## config.mk

```make
export PLATFORM = sky130hd
export DESIGN_NAME = adpcm_nibble_to_pcm8_decoder
export DESIGN_NICKNAME = d
export VERILOG_FILES = /design/src/sv/adpcmd_pkg.sv /design/src/sv/adpcm_nibble_to_pcm8_decoder.sv
export SDC_FILE = /design/constraint.sdc
export NUM_CORES = 1
export LEC_CHECK = 0
export CAP_MARGIN = 5
export CORE_ASPECT_RATIO = 0.6
export CORE_MARGIN = 2
export CORE_UTILIZATION = 60
export CTS_CLUSTER_DIAMETER = 40
export DETAILED_ROUTE_END_ITERATION = 10
export DONT_BUFFER_PORTS = 1
export GPL_ROUTABILITY_DRIVEN = 0
export PLACE_DENSITY = 0.73
export RECOVER_POWER = 50
export SLEW_MARGIN = 30
export SYNTH_ARGS = -nofsm -noshare
export SYNTH_HDL_FRONTEND = slang
export SYNTH_SLANG_ARGS = --single-unit
```

## constraint.sdc

```tcl
create_clock -name clk -period 11 [get_ports clk]
set_input_delay 1.1 -clock clk [delete_from_list [all_inputs] [get_ports clk]]
set_output_delay 1.1 -clock clk [all_outputs]
set_load 0.1 [all_outputs]
```

## src/sv/adpcmd_pkg.sv

```systemverilog
// Shared constants, types and helpers for the ADPCM nibble-pair decoder.
// Self-contained; used by adpcm_nibble_to_pcm8_decoder.
package adpcmd_pkg;

  localparam int SampleW = 16;
  localparam int StepW   = 15;
  localparam int CodeW   = 8;
  localparam int PcmW    = 8;
  localparam int CoefW   = 8;
  localparam int ProdW   = StepW + CoefW;
  localparam int CfgIdxW = 2;
  localparam int CfgDataW = 16;

  localparam logic [CfgIdxW-1:0] RegInitialSample = 2'd0;
  localparam logic [CfgIdxW-1:0] RegInitialStep   = 2'd1;

  localparam logic [StepW-1:0] StepMin = 15'd127;
  localparam logic [StepW-1:0] StepMax = 15'd24576;

  localparam logic signed [17:0] SampleMin = -18'sd32768;
  localparam logic signed [17:0] SampleMax = 18'sd32767;

  typedef logic [StepW-1:0]          step_t;
  typedef logic signed [SampleW-1:0] sample_t;
  typedef logic [PcmW-1:0]           pcm_t;

  function automatic logic [CoefW-1:0] step_factor(input logic [2:0] mag);
    logic [CoefW-1:0] f;
    case (mag)
      3'd4:    f = 8'd77;
      3'd5:    f = 8'd102;
      3'd6:    f = 8'd128;
      3'd7:    f = 8'd153;
      default: f = 8'd57;
    endcase
    return f;
  endfunction

  function automatic step_t clamp_step(input logic [15:0] v);
    step_t s;
    if (v < {1'b0, StepMin}) begin
      s = StepMin;
    end else if (v > {1'b0, StepMax}) begin
      s = StepMax;
    end else begin
      s = v[StepW-1:0];
    end
    return s;
  endfunction

  // predictor / 256 truncated toward zero, offset by 128
  function automatic pcm_t to_pcm(input sample_t p);
    logic signed [16:0] biased;
    logic signed [16:0] q;
    biased = p[15] ? (17'(p) + 17'sd255) : 17'(p);
    q = biased >>> 8;
    return q[7:0] ^ 8'h80;
  endfunction

endpackage

```

## src/sv/adpcm_nibble_to_pcm8_decoder.sv

```systemverilog
// ADPCM-B style decoder: one code byte in, two 8-bit PCM samples out.
// Depends on adpcmd_pkg for constants, the step factor table and PCM scaling.
//
// Usage:
//   Input channel (in_valid / in_stall) carries code_byte and first_of_sample.
//   A set first_of_sample reloads the predictor and step from the
//   initial_sample and initial_step registers (step clamped to 127..24576)
//   before the byte is decoded. The high nibble is decoded first.
//   Output channel (out_valid / out_stall) carries pcm_first and pcm_second,
//   one transfer per input byte.
//   Configuration: cfg_we writes cfg_data into register cfg_index
//   (0 initial_sample, 1 initial_step, others ignored); write only while idle.
// Timing:
//   One shared 15x8 multiplier runs four passes per byte (delta and step
//   update for each nibble), followed by the DONE state, which loads the
//   output register. No new byte is taken while the passes run.
//   A new byte is taken in the same cycle a finished result moves into the
//   output register, provided the previous result leaves at that edge.
// Reset: predictor 0, step 127, registers 0 and 127, no output pending.
// While out_stall holds a result, the next byte finishes its arithmetic and
// waits; in_stall stays high until the output register frees up.
module adpcm_nibble_to_pcm8_decoder (
  input  logic                             clk,
  input  logic                             rst,
  input  logic                             cfg_we,
  input  logic [adpcmd_pkg::CfgIdxW-1:0]   cfg_index,
  input  logic [adpcmd_pkg::CfgDataW-1:0]  cfg_data,
  input  logic                             in_valid,
  output logic                             in_stall,
  input  logic [adpcmd_pkg::CodeW-1:0]     code_byte,
  input  logic                             first_of_sample,
  output logic                             out_valid,
  input  logic                             out_stall,
  output logic [adpcmd_pkg::PcmW-1:0]      pcm_first,
  output logic [adpcmd_pkg::PcmW-1:0]      pcm_second
);
  import adpcmd_pkg::*;

  localparam logic [2:0] S_IDLE = 3'd0;
  localparam logic [2:0] S_D1   = 3'd1;
  localparam logic [2:0] S_S1   = 3'd2;
  localparam logic [2:0] S_D2   = 3'd3;
  localparam logic [2:0] S_S2   = 3'd4;
  localparam logic [2:0] S_DONE = 3'd5;

  logic [2:0]       state;
  sample_t          initial_sample;
  logic [StepW-1:0] initial_step;
  sample_t          predictor;
  step_t            step_size;
  logic [CodeW-1:0] code;
  pcm_t             pcm_hi;
  pcm_t             pcm_lo;

  logic             out_free;
  logic             in_take;
  logic [3:0]       nibble;
  logic             delta_pass;
  logic [CoefW-1:0] coef;
  logic [ProdW-1:0] prod;
  logic signed [17:0] delta;
  logic signed [17:0] sum;
  sample_t          predictor_next;
  step_t            step_next;

  assign out_free = !out_valid || !out_stall;
  assign in_stall = !((state == S_IDLE) || ((state == S_DONE) && out_free));
  assign in_take  = in_valid && !in_stall;

  always_comb begin
    nibble     = ((state == S_D1) || (state == S_S1)) ? code[7:4] : code[3:0];
    delta_pass = (state == S_D1) || (state == S_D2);
    coef       = delta_pass ? {4'd0, nibble[2:0], 1'b1} : step_factor(nibble[2:0]);
    prod       = ProdW'(step_size) * ProdW'(coef);
    delta      = nibble[3] ? -18'(prod[18:3]) : 18'(prod[18:3]);
    sum        = 18'(predictor) + delta;
    if (sum < SampleMin) begin
      predictor_next = SampleMin[15:0];
    end else if (sum > SampleMax) begin
      predictor_next = SampleMax[15:0];
    end else begin
      predictor_next = sum[15:0];
    end
    step_next = clamp_step(prod[21:6]);
  end

  always_ff @(posedge clk) begin
    if (rst) begin
      initial_sample <= '0;
      initial_step   <= StepMin;
    end else if (cfg_we) begin
      case (cfg_index)
        RegInitialSample: initial_sample <= cfg_data;
        RegInitialStep:   initial_step   <= cfg_data[StepW-1:0];
        default: ;
      endcase
    end
  end

  always_ff @(posedge clk) begin
    if (rst) begin
      state     <= S_IDLE;
      predictor <= '0;
      step_size <= StepMin;
      out_valid <= 1'b0;
    end else begin
      if ((state == S_DONE) && out_free) begin
        out_valid <= 1'b1;
      end else if (!out_stall) begin
        out_valid <= 1'b0;
      end
      case (state)
        S_IDLE: begin
          if (in_take) begin
            state <= S_D1;
          end
        end
        S_D1: begin
          predictor <= predictor_next;
          pcm_hi    <= to_pcm(predictor_next);
          state     <= S_S1;
        end
        S_S1: begin
          step_size <= step_next;
          state     <= S_D2;
        end
        S_D2: begin
          predictor <= predictor_next;
          pcm_lo    <= to_pcm(predictor_next);
          state     <= S_S2;
        end
        S_S2: begin
          step_size <= step_next;
          state     <= S_DONE;
        end
        S_DONE: begin
          if (out_free) begin
            pcm_first  <= pcm_hi;
            pcm_second <= pcm_lo;
            state      <= in_take ? S_D1 : S_IDLE;
          end
        end
        default: state <= S_IDLE;
      endcase
      if (in_take) begin
        code <= code_byte;
        if (first_of_sample) begin
          predictor <= initial_sample;
          step_size <= clamp_step({1'b0, initial_step});
        end
      end
    end
  end

  a_step_range: assert property (@(posedge clk) disable iff (rst)
    (step_size >= StepMin) && (step_size <= StepMax))
    else $error("step size left its range");

  a_take_when_free: assert property (@(posedge clk) disable iff (rst)
    !in_stall |-> ((state == S_IDLE) || (state == S_DONE)))
    else $error("input taken while busy");

  a_take_starts: assert property (@(posedge clk) disable iff (rst)
    in_take |=> (state == S_D1))
    else $error("accepted byte did not start decoding");

  a_done_follows: assert property (@(posedge clk) disable iff (rst)
    (state == S_S2) |=> (state == S_DONE))
    else $error("second step update not followed by completion");

endmodule

```

* Word level (Yosys, flattened, before mapping) *
Cells that the tools add are included.

cells by class
  $add $sub $neg = 3
  $mul = 1
  order comparisons = 6
  equal/unequal tests = 13
  muxes and demuxes = 23
  bitwise operators = 2
  reductions and logical operators = 20

operators by type and width
  kind                   number
  $mux 15                7
  $mux 16                6
  $pmux 8 s4             1
  $mul 15x8->22          1
  $add 16x18->18         1
  $eq 3x3->1 const B     6
  $gt 18x16->1 const B   1
  $lt 18x16->1 const B   1
  $mux 18                1
  $neg 16->18            1
  $pmux 3 s6             1
  $add 16x9->16 const B  1
  $gt 16x15->1 const B   1
  $lt 16x7->1 const B    1
  $gt 15x15->1 const B   1
  $lt 15x7->1 const B    1
  $reduce_and 2->1       6
  $mux 8                 1
  $eq 3x2->1 const B     2
  $mux 3                 2
  $logic_or 1x1->1       4
  $mux 4                 1
  $ne 2x2->1 const B     2
  $reduce_or 2->1        2
  10 further kinds       16

word-level totals
  register bits = 106
  input bits = 32
  output and inout bits = 18
  logic and storage cells = 79

* Longest topological paths before layout *
  depth in word-level cells = 16
  depth in mapped cells = 39
  depth with buffers taken out = 34

* Worst setup path after synthesis *
OpenSTA, ideal clock, no wires.

  path type = register to register
  start point = register state[0]
  end point = register pcm_hi[2] (data pin)
  setup time = 0.259 ns
  arrival = 9.489 ns
  required time = 10.741 ns
  setup slack = 1.253 ns
  stages on the path, launching flop included = 40
  path buffers = 5
  clock period less this slack = 9.747 ns
  cells stage by stage = dfxtp_1 buf_2 xnor2_1 or3b_2 and2_1 clkbuf_1 xnor2_1 nor2_1 a21oi_1 clkbuf_1 nand2_1 fa_1 fa_1 inv_1 fa_1 inv_1 fa_1 inv_1 (+4 left out) a311oi_1 xor2_1 nand4_1 nor2_1 nor2_1 xor2_1 ha_1 and2_1 a221o_1 a221o_1 o2111ai_1 nand3_1 o211ai_1 nand3_1 or2_1 buf_2 or4_4 and3b_1

between the ends
  cells in the longest elaborated chain, start to end = 15
  elaborated cells on any way between the ends = 22
  those cells by class = 3 x add/sub; 1 x mul; 2 x order compare; 7 x eq/ne; 7 x mux; 2 x reduce/logical

RTL lines
  what                                             RTL line                                                                source
  start: declaration                               adpcm_nibble_to_pcm8_decoder.sv:46                                      logic [2:0] state;
  start signal: assignment                         adpcm_nibble_to_pcm8_decoder.sv:140                                     state <= in_take ? S_D1 : S_IDLE;
  $eq 3x1->1 / $eq 3x2->1 (equally long branches)  adpcm_nibble_to_pcm8_decoder.sv:71, adpcm_nibble_to_pcm8_decoder.sv:72
  $logic_or 1x1->1                                 adpcm_nibble_to_pcm8_decoder.sv:71                                      nibble = ((state == S_D1) || (state == S_S1)) ? code[7:4] : code[3:0];
  $mux 4                                           adpcm_nibble_to_pcm8_decoder.sv:71
  $eq 3x3->1                                       adpcmd_pkg.sv:29                                                        case (mag)
  $pmux 8 s4                                       adpcmd_pkg.sv:29
  $mux 8                                           adpcm_nibble_to_pcm8_decoder.sv:73                                      coef = delta_pass ? {4'd0, nibble[2:0], 1'b1} : step_factor(nibble[2:0]);
  $mul 15x8->22                                    adpcm_nibble_to_pcm8_decoder.sv:74                                      prod = ProdW'(step_size) * ProdW'(coef);
  $neg 16->18                                      adpcm_nibble_to_pcm8_decoder.sv:75                                      delta = nibble[3] ? -18'(prod[18:3]) : 18'(prod[18:3]);
  $mux 18 (*)                                      adpcm_nibble_to_pcm8_decoder.sv:75
  $add 16x18->18 (*)                               adpcm_nibble_to_pcm8_decoder.sv:76                                      sum = 18'(predictor) + delta;
  $gt 18x16->1                                     adpcm_nibble_to_pcm8_decoder.sv:79                                      end else if (sum > SampleMax) begin
  $mux 16                                          adpcm_nibble_to_pcm8_decoder.sv:79
  $mux 16 (*)                                      adpcm_nibble_to_pcm8_decoder.sv:77                                      if (sum < SampleMin) begin
  $add 16x9->16                                    adpcmd_pkg.sv:55                                                        biased = p[15] ? (17'(p) + 17'sd255) : 17'(p);
  $mux 16 (*)                                      adpcmd_pkg.sv:55
  end signal: assignment                           adpcm_nibble_to_pcm8_decoder.sv:120                                     pcm_hi <= to_pcm(predictor_next);
  end: declaration                                 adpcm_nibble_to_pcm8_decoder.sv:52                                      pcm_t pcm_hi;

Mark *: on every way between the ends. The rest lies on a longest branch, timed or not.
A chain may end at the register's enable or synchronous reset.

* Final worst setup path *
Ends and elaborated chain as after synthesis.

==> run summary <==
Worst-Margin Slew = 1.74 ns
Fmax = 96.0 MHz
Horiz. Die Dim = 170 um
Crit path DAT = 10.52 ns
Diode count = 0
Placed inst area = 10200 sq um
Period utilization = 94.7%
CTS Sinks = 106
Mapped Nets = 1320
Hold Crit Depth = 0
Max Slew Vio Count = 17
Overflow after GRT = 0
Hold-fix buffers, CTS = 0
Area growth syn-to-layout = 5.80%
Synthesized cell area = 9920 sq um
Nets = 1302
YS warnings = 0
Period minus WS final = 10.42 ns
Global-route wire length before repair = 42500 um
Kind of cell adding the most delay to the critical path = simple AND/OR/NAND/NOR gates
First-pass DRT Iterations = 5
Number of synthesized flops with an enable pin = 40
Worst clock skew = 0.0159 ns
Largest net degree at the start of global routing = 47
Kind of critical path = reg -> reg
Post-synth ARST share = 0%
Clk slew on worst S/H paths = 0.08 ns
Num CTS Buffers = 9
Final std cell area, no fill = 10500 sq um
Rows = 36
Top_reg_cell synth = dfxtp_1
# IOs = 50
Worst Path Required = 11.11 ns
Worst-path maximum fanout = 15
Mapped Avg Cell Area = 8.61 sq um
Slew margin rel. = -16.4%
Postcts setup bufs = 0
Worst skew pair latency = 0.36 ns
First DRT Iteration DRCs = 913
Port-buffer cells = 0
Seq/Total Area, Yosys = 25.4%
Final setup fails = 0
Failing checks = max-capacitance violations, max-slew violations
Crit-path slowest cell = or4_4
Initial Utilization = 61.2%
Register-to-Register Path Depth = 37
Worst Hold Class = reg -> reg
CP bufs+invs = 6
DR vias/cell = 6.26
Clock H-tree levels = 3
Drt wl/cell = 19.3 um
Yosys cell types = 74
Die height = 104 um
Post-DP HPWL = 20100 um
Mapped Cells = 1152
Vias in the first global route = 7954
Post-Route WL = 26000 um
Cell repeated most along the worst path = fa_1
Vias = 8435
Post-synthesis register bit count = 106
WP depth = 37
Max-cap viol count = 1
Final routed DRC violation total = 0
Initial antenna violation count = 0
Final hold viol count = 0
Slowest stage delay, CP = 0.58 ns
Clk buf depth = 2
Core Region = 16200 sq um
Element type at the critical path end = flop
Status = finished, violations left
Layout cells sized above 1 = 6.76%
Final ANT Viol Nets = 0
Die Area = 17600 sq um
TritonCTS clock tree = done
Overall Global Routing Usage = 30.5%
Clock tree root driver cell = clkbuf_16
Setup crit start kind = flop
cells in the mapped netlist (4+ instances only):
master	count	area (sq um)
nand2b_1	8	50.1
nor4_1	10	62.6
nand3b_1	6	45.0
a221oi_1	5	43.8
and3_1	10	62.6
dfxtp_1	66	1320
nand3_1	22	110
mux2i_1	4	40.0
o31ai_1	5	37.5
nor3_1	24	120
or4_1	4	30.0
xor2_1	16	140
or2_2	4	25.0
a31oi_1	12	75.1
clkbuf_1	43	161
nor2b_1	17	106
a22o_1	4	35.0
nand2_1	150	563
xnor2_1	32	280
a21oi_1	90	450
and2_1	83	519
o221a_2	6	67.6
o21bai_1	5	37.5
o31a_1	9	78.8
fa_1	78	1560
nor2_1	51	191
o21a_1	7	52.6
or3_1	5	31.3
edfxtp_1	40	1200
o221ai_1	7	61.3
o211ai_1	7	52.6
a21o_1	22	165
a211oi_1	13	97.6
buf_2	9	45.0
o21ai_0	45	225
inv_1	110	413
nand4_1	11	68.8
ha_1	58	726
cell type report:
type / count / area (sq um)
Fill cell: 1387 / 5720
Clock buffer: 10 / 239
Tap cell: 209 / 262
Multi-Input combinational cell: 884 / 6840
Timing Repair Buffer: 23 / 161
Clock inverter: 6 / 65.1
Sequential cell: 106 / 2520
Inverter: 110 / 413
sequential cells by signal, indices dropped and copies added (netlist names):
name / flops
initial_step: 15
state: 3
predictor: 16
pcm_hi: 8
out_valid: 1
step_size: 15
pcm_first: 8
pcm_second: 8
initial_sample: 16
code: 8
pcm_lo: 8
cells by family after synthesis:
logic type / synth area share [%]
fa+ha+maj: 23.0
simple gates: 21.6
flops: 25.4
compound gates: 18.7
buf+inv: 6.24
mux: 0.744
xor+xnor: 4.24
through the flow:
stage | setup TNS, ns | util, % | worst slack (ns) | std cells | hold slack, ns
2_1_floorplan | 0 | - | 1.25 | 1152 | 0.400
3_3_place_gp | 0 | 62.7 | 0.737 | 1332 | 0.403
3_5_place_dp | 0 | 62.7 | 0.519 | 1332 | 0.405
4_1_cts | 0 | 64.5 | 0.490 | 1348 | 0.420
5_1_grt | -0.201 | 64.7 | -0.0648 | 1348 | 0.426
6_report | 0 | 64.7 | 0.584 | 1348 | 0.419
worst paths after layout:
| path | start | end | slack [ns] |
|---|---|---|---|
| hold reg to reg | pcm_lo[4]$_DFFE_PP_ | pcm_second[4]$_DFFE_PP_ | 0.42 |
| hold / removal | pcm_lo[4]$_DFFE_PP_ | pcm_second[4]$_DFFE_PP_ | 0.42 |
| setup reg to reg | state[0]$_SDFFE_PP0P_ | pcm_hi[2]$_DFFE_PP_ | 0.58 |
| setup / recovery | state[0]$_SDFFE_PP0P_ | pcm_hi[2]$_DFFE_PP_ | 0.58 |
timing repair:
item,in CTS,in global routing
endpoints found under the setup margin,0,31
gates resized for setup,0,10
endpoints found under the hold margin,0,0
cells in the final DEF, fill, tap and decap left out, types with 22 or more instances in the layout:
cell type	netlist	layout
nand2_1	150	150
inv_1	110	110
a21oi_1	90	90
and2_1	83	83
fa_1	78	78
dfxtp_1	66	66
ha_1	58	58
nor2_1	51	50
o21ai_0	45	45
edfxtp_1	40	40
xnor2_1	32	31
nor3_1	24	24
a21o_1	22	22
layer usage:
layer / part of all wire [%] / GRT usage [%] / vias to the layer above
met1: 49 / 49.8 / 4047
met5: 0 / 0 / -
met2: 38 / 39.9 / 412
met3: 12 / 9.29 / 27
li1: - / - / 3949
met4: 1.0 / 3.91 / 0
Power is left out: the tool's default activity adds up to more than one toggle a clock period on the data nets, which glitch-free logic cannot reach.
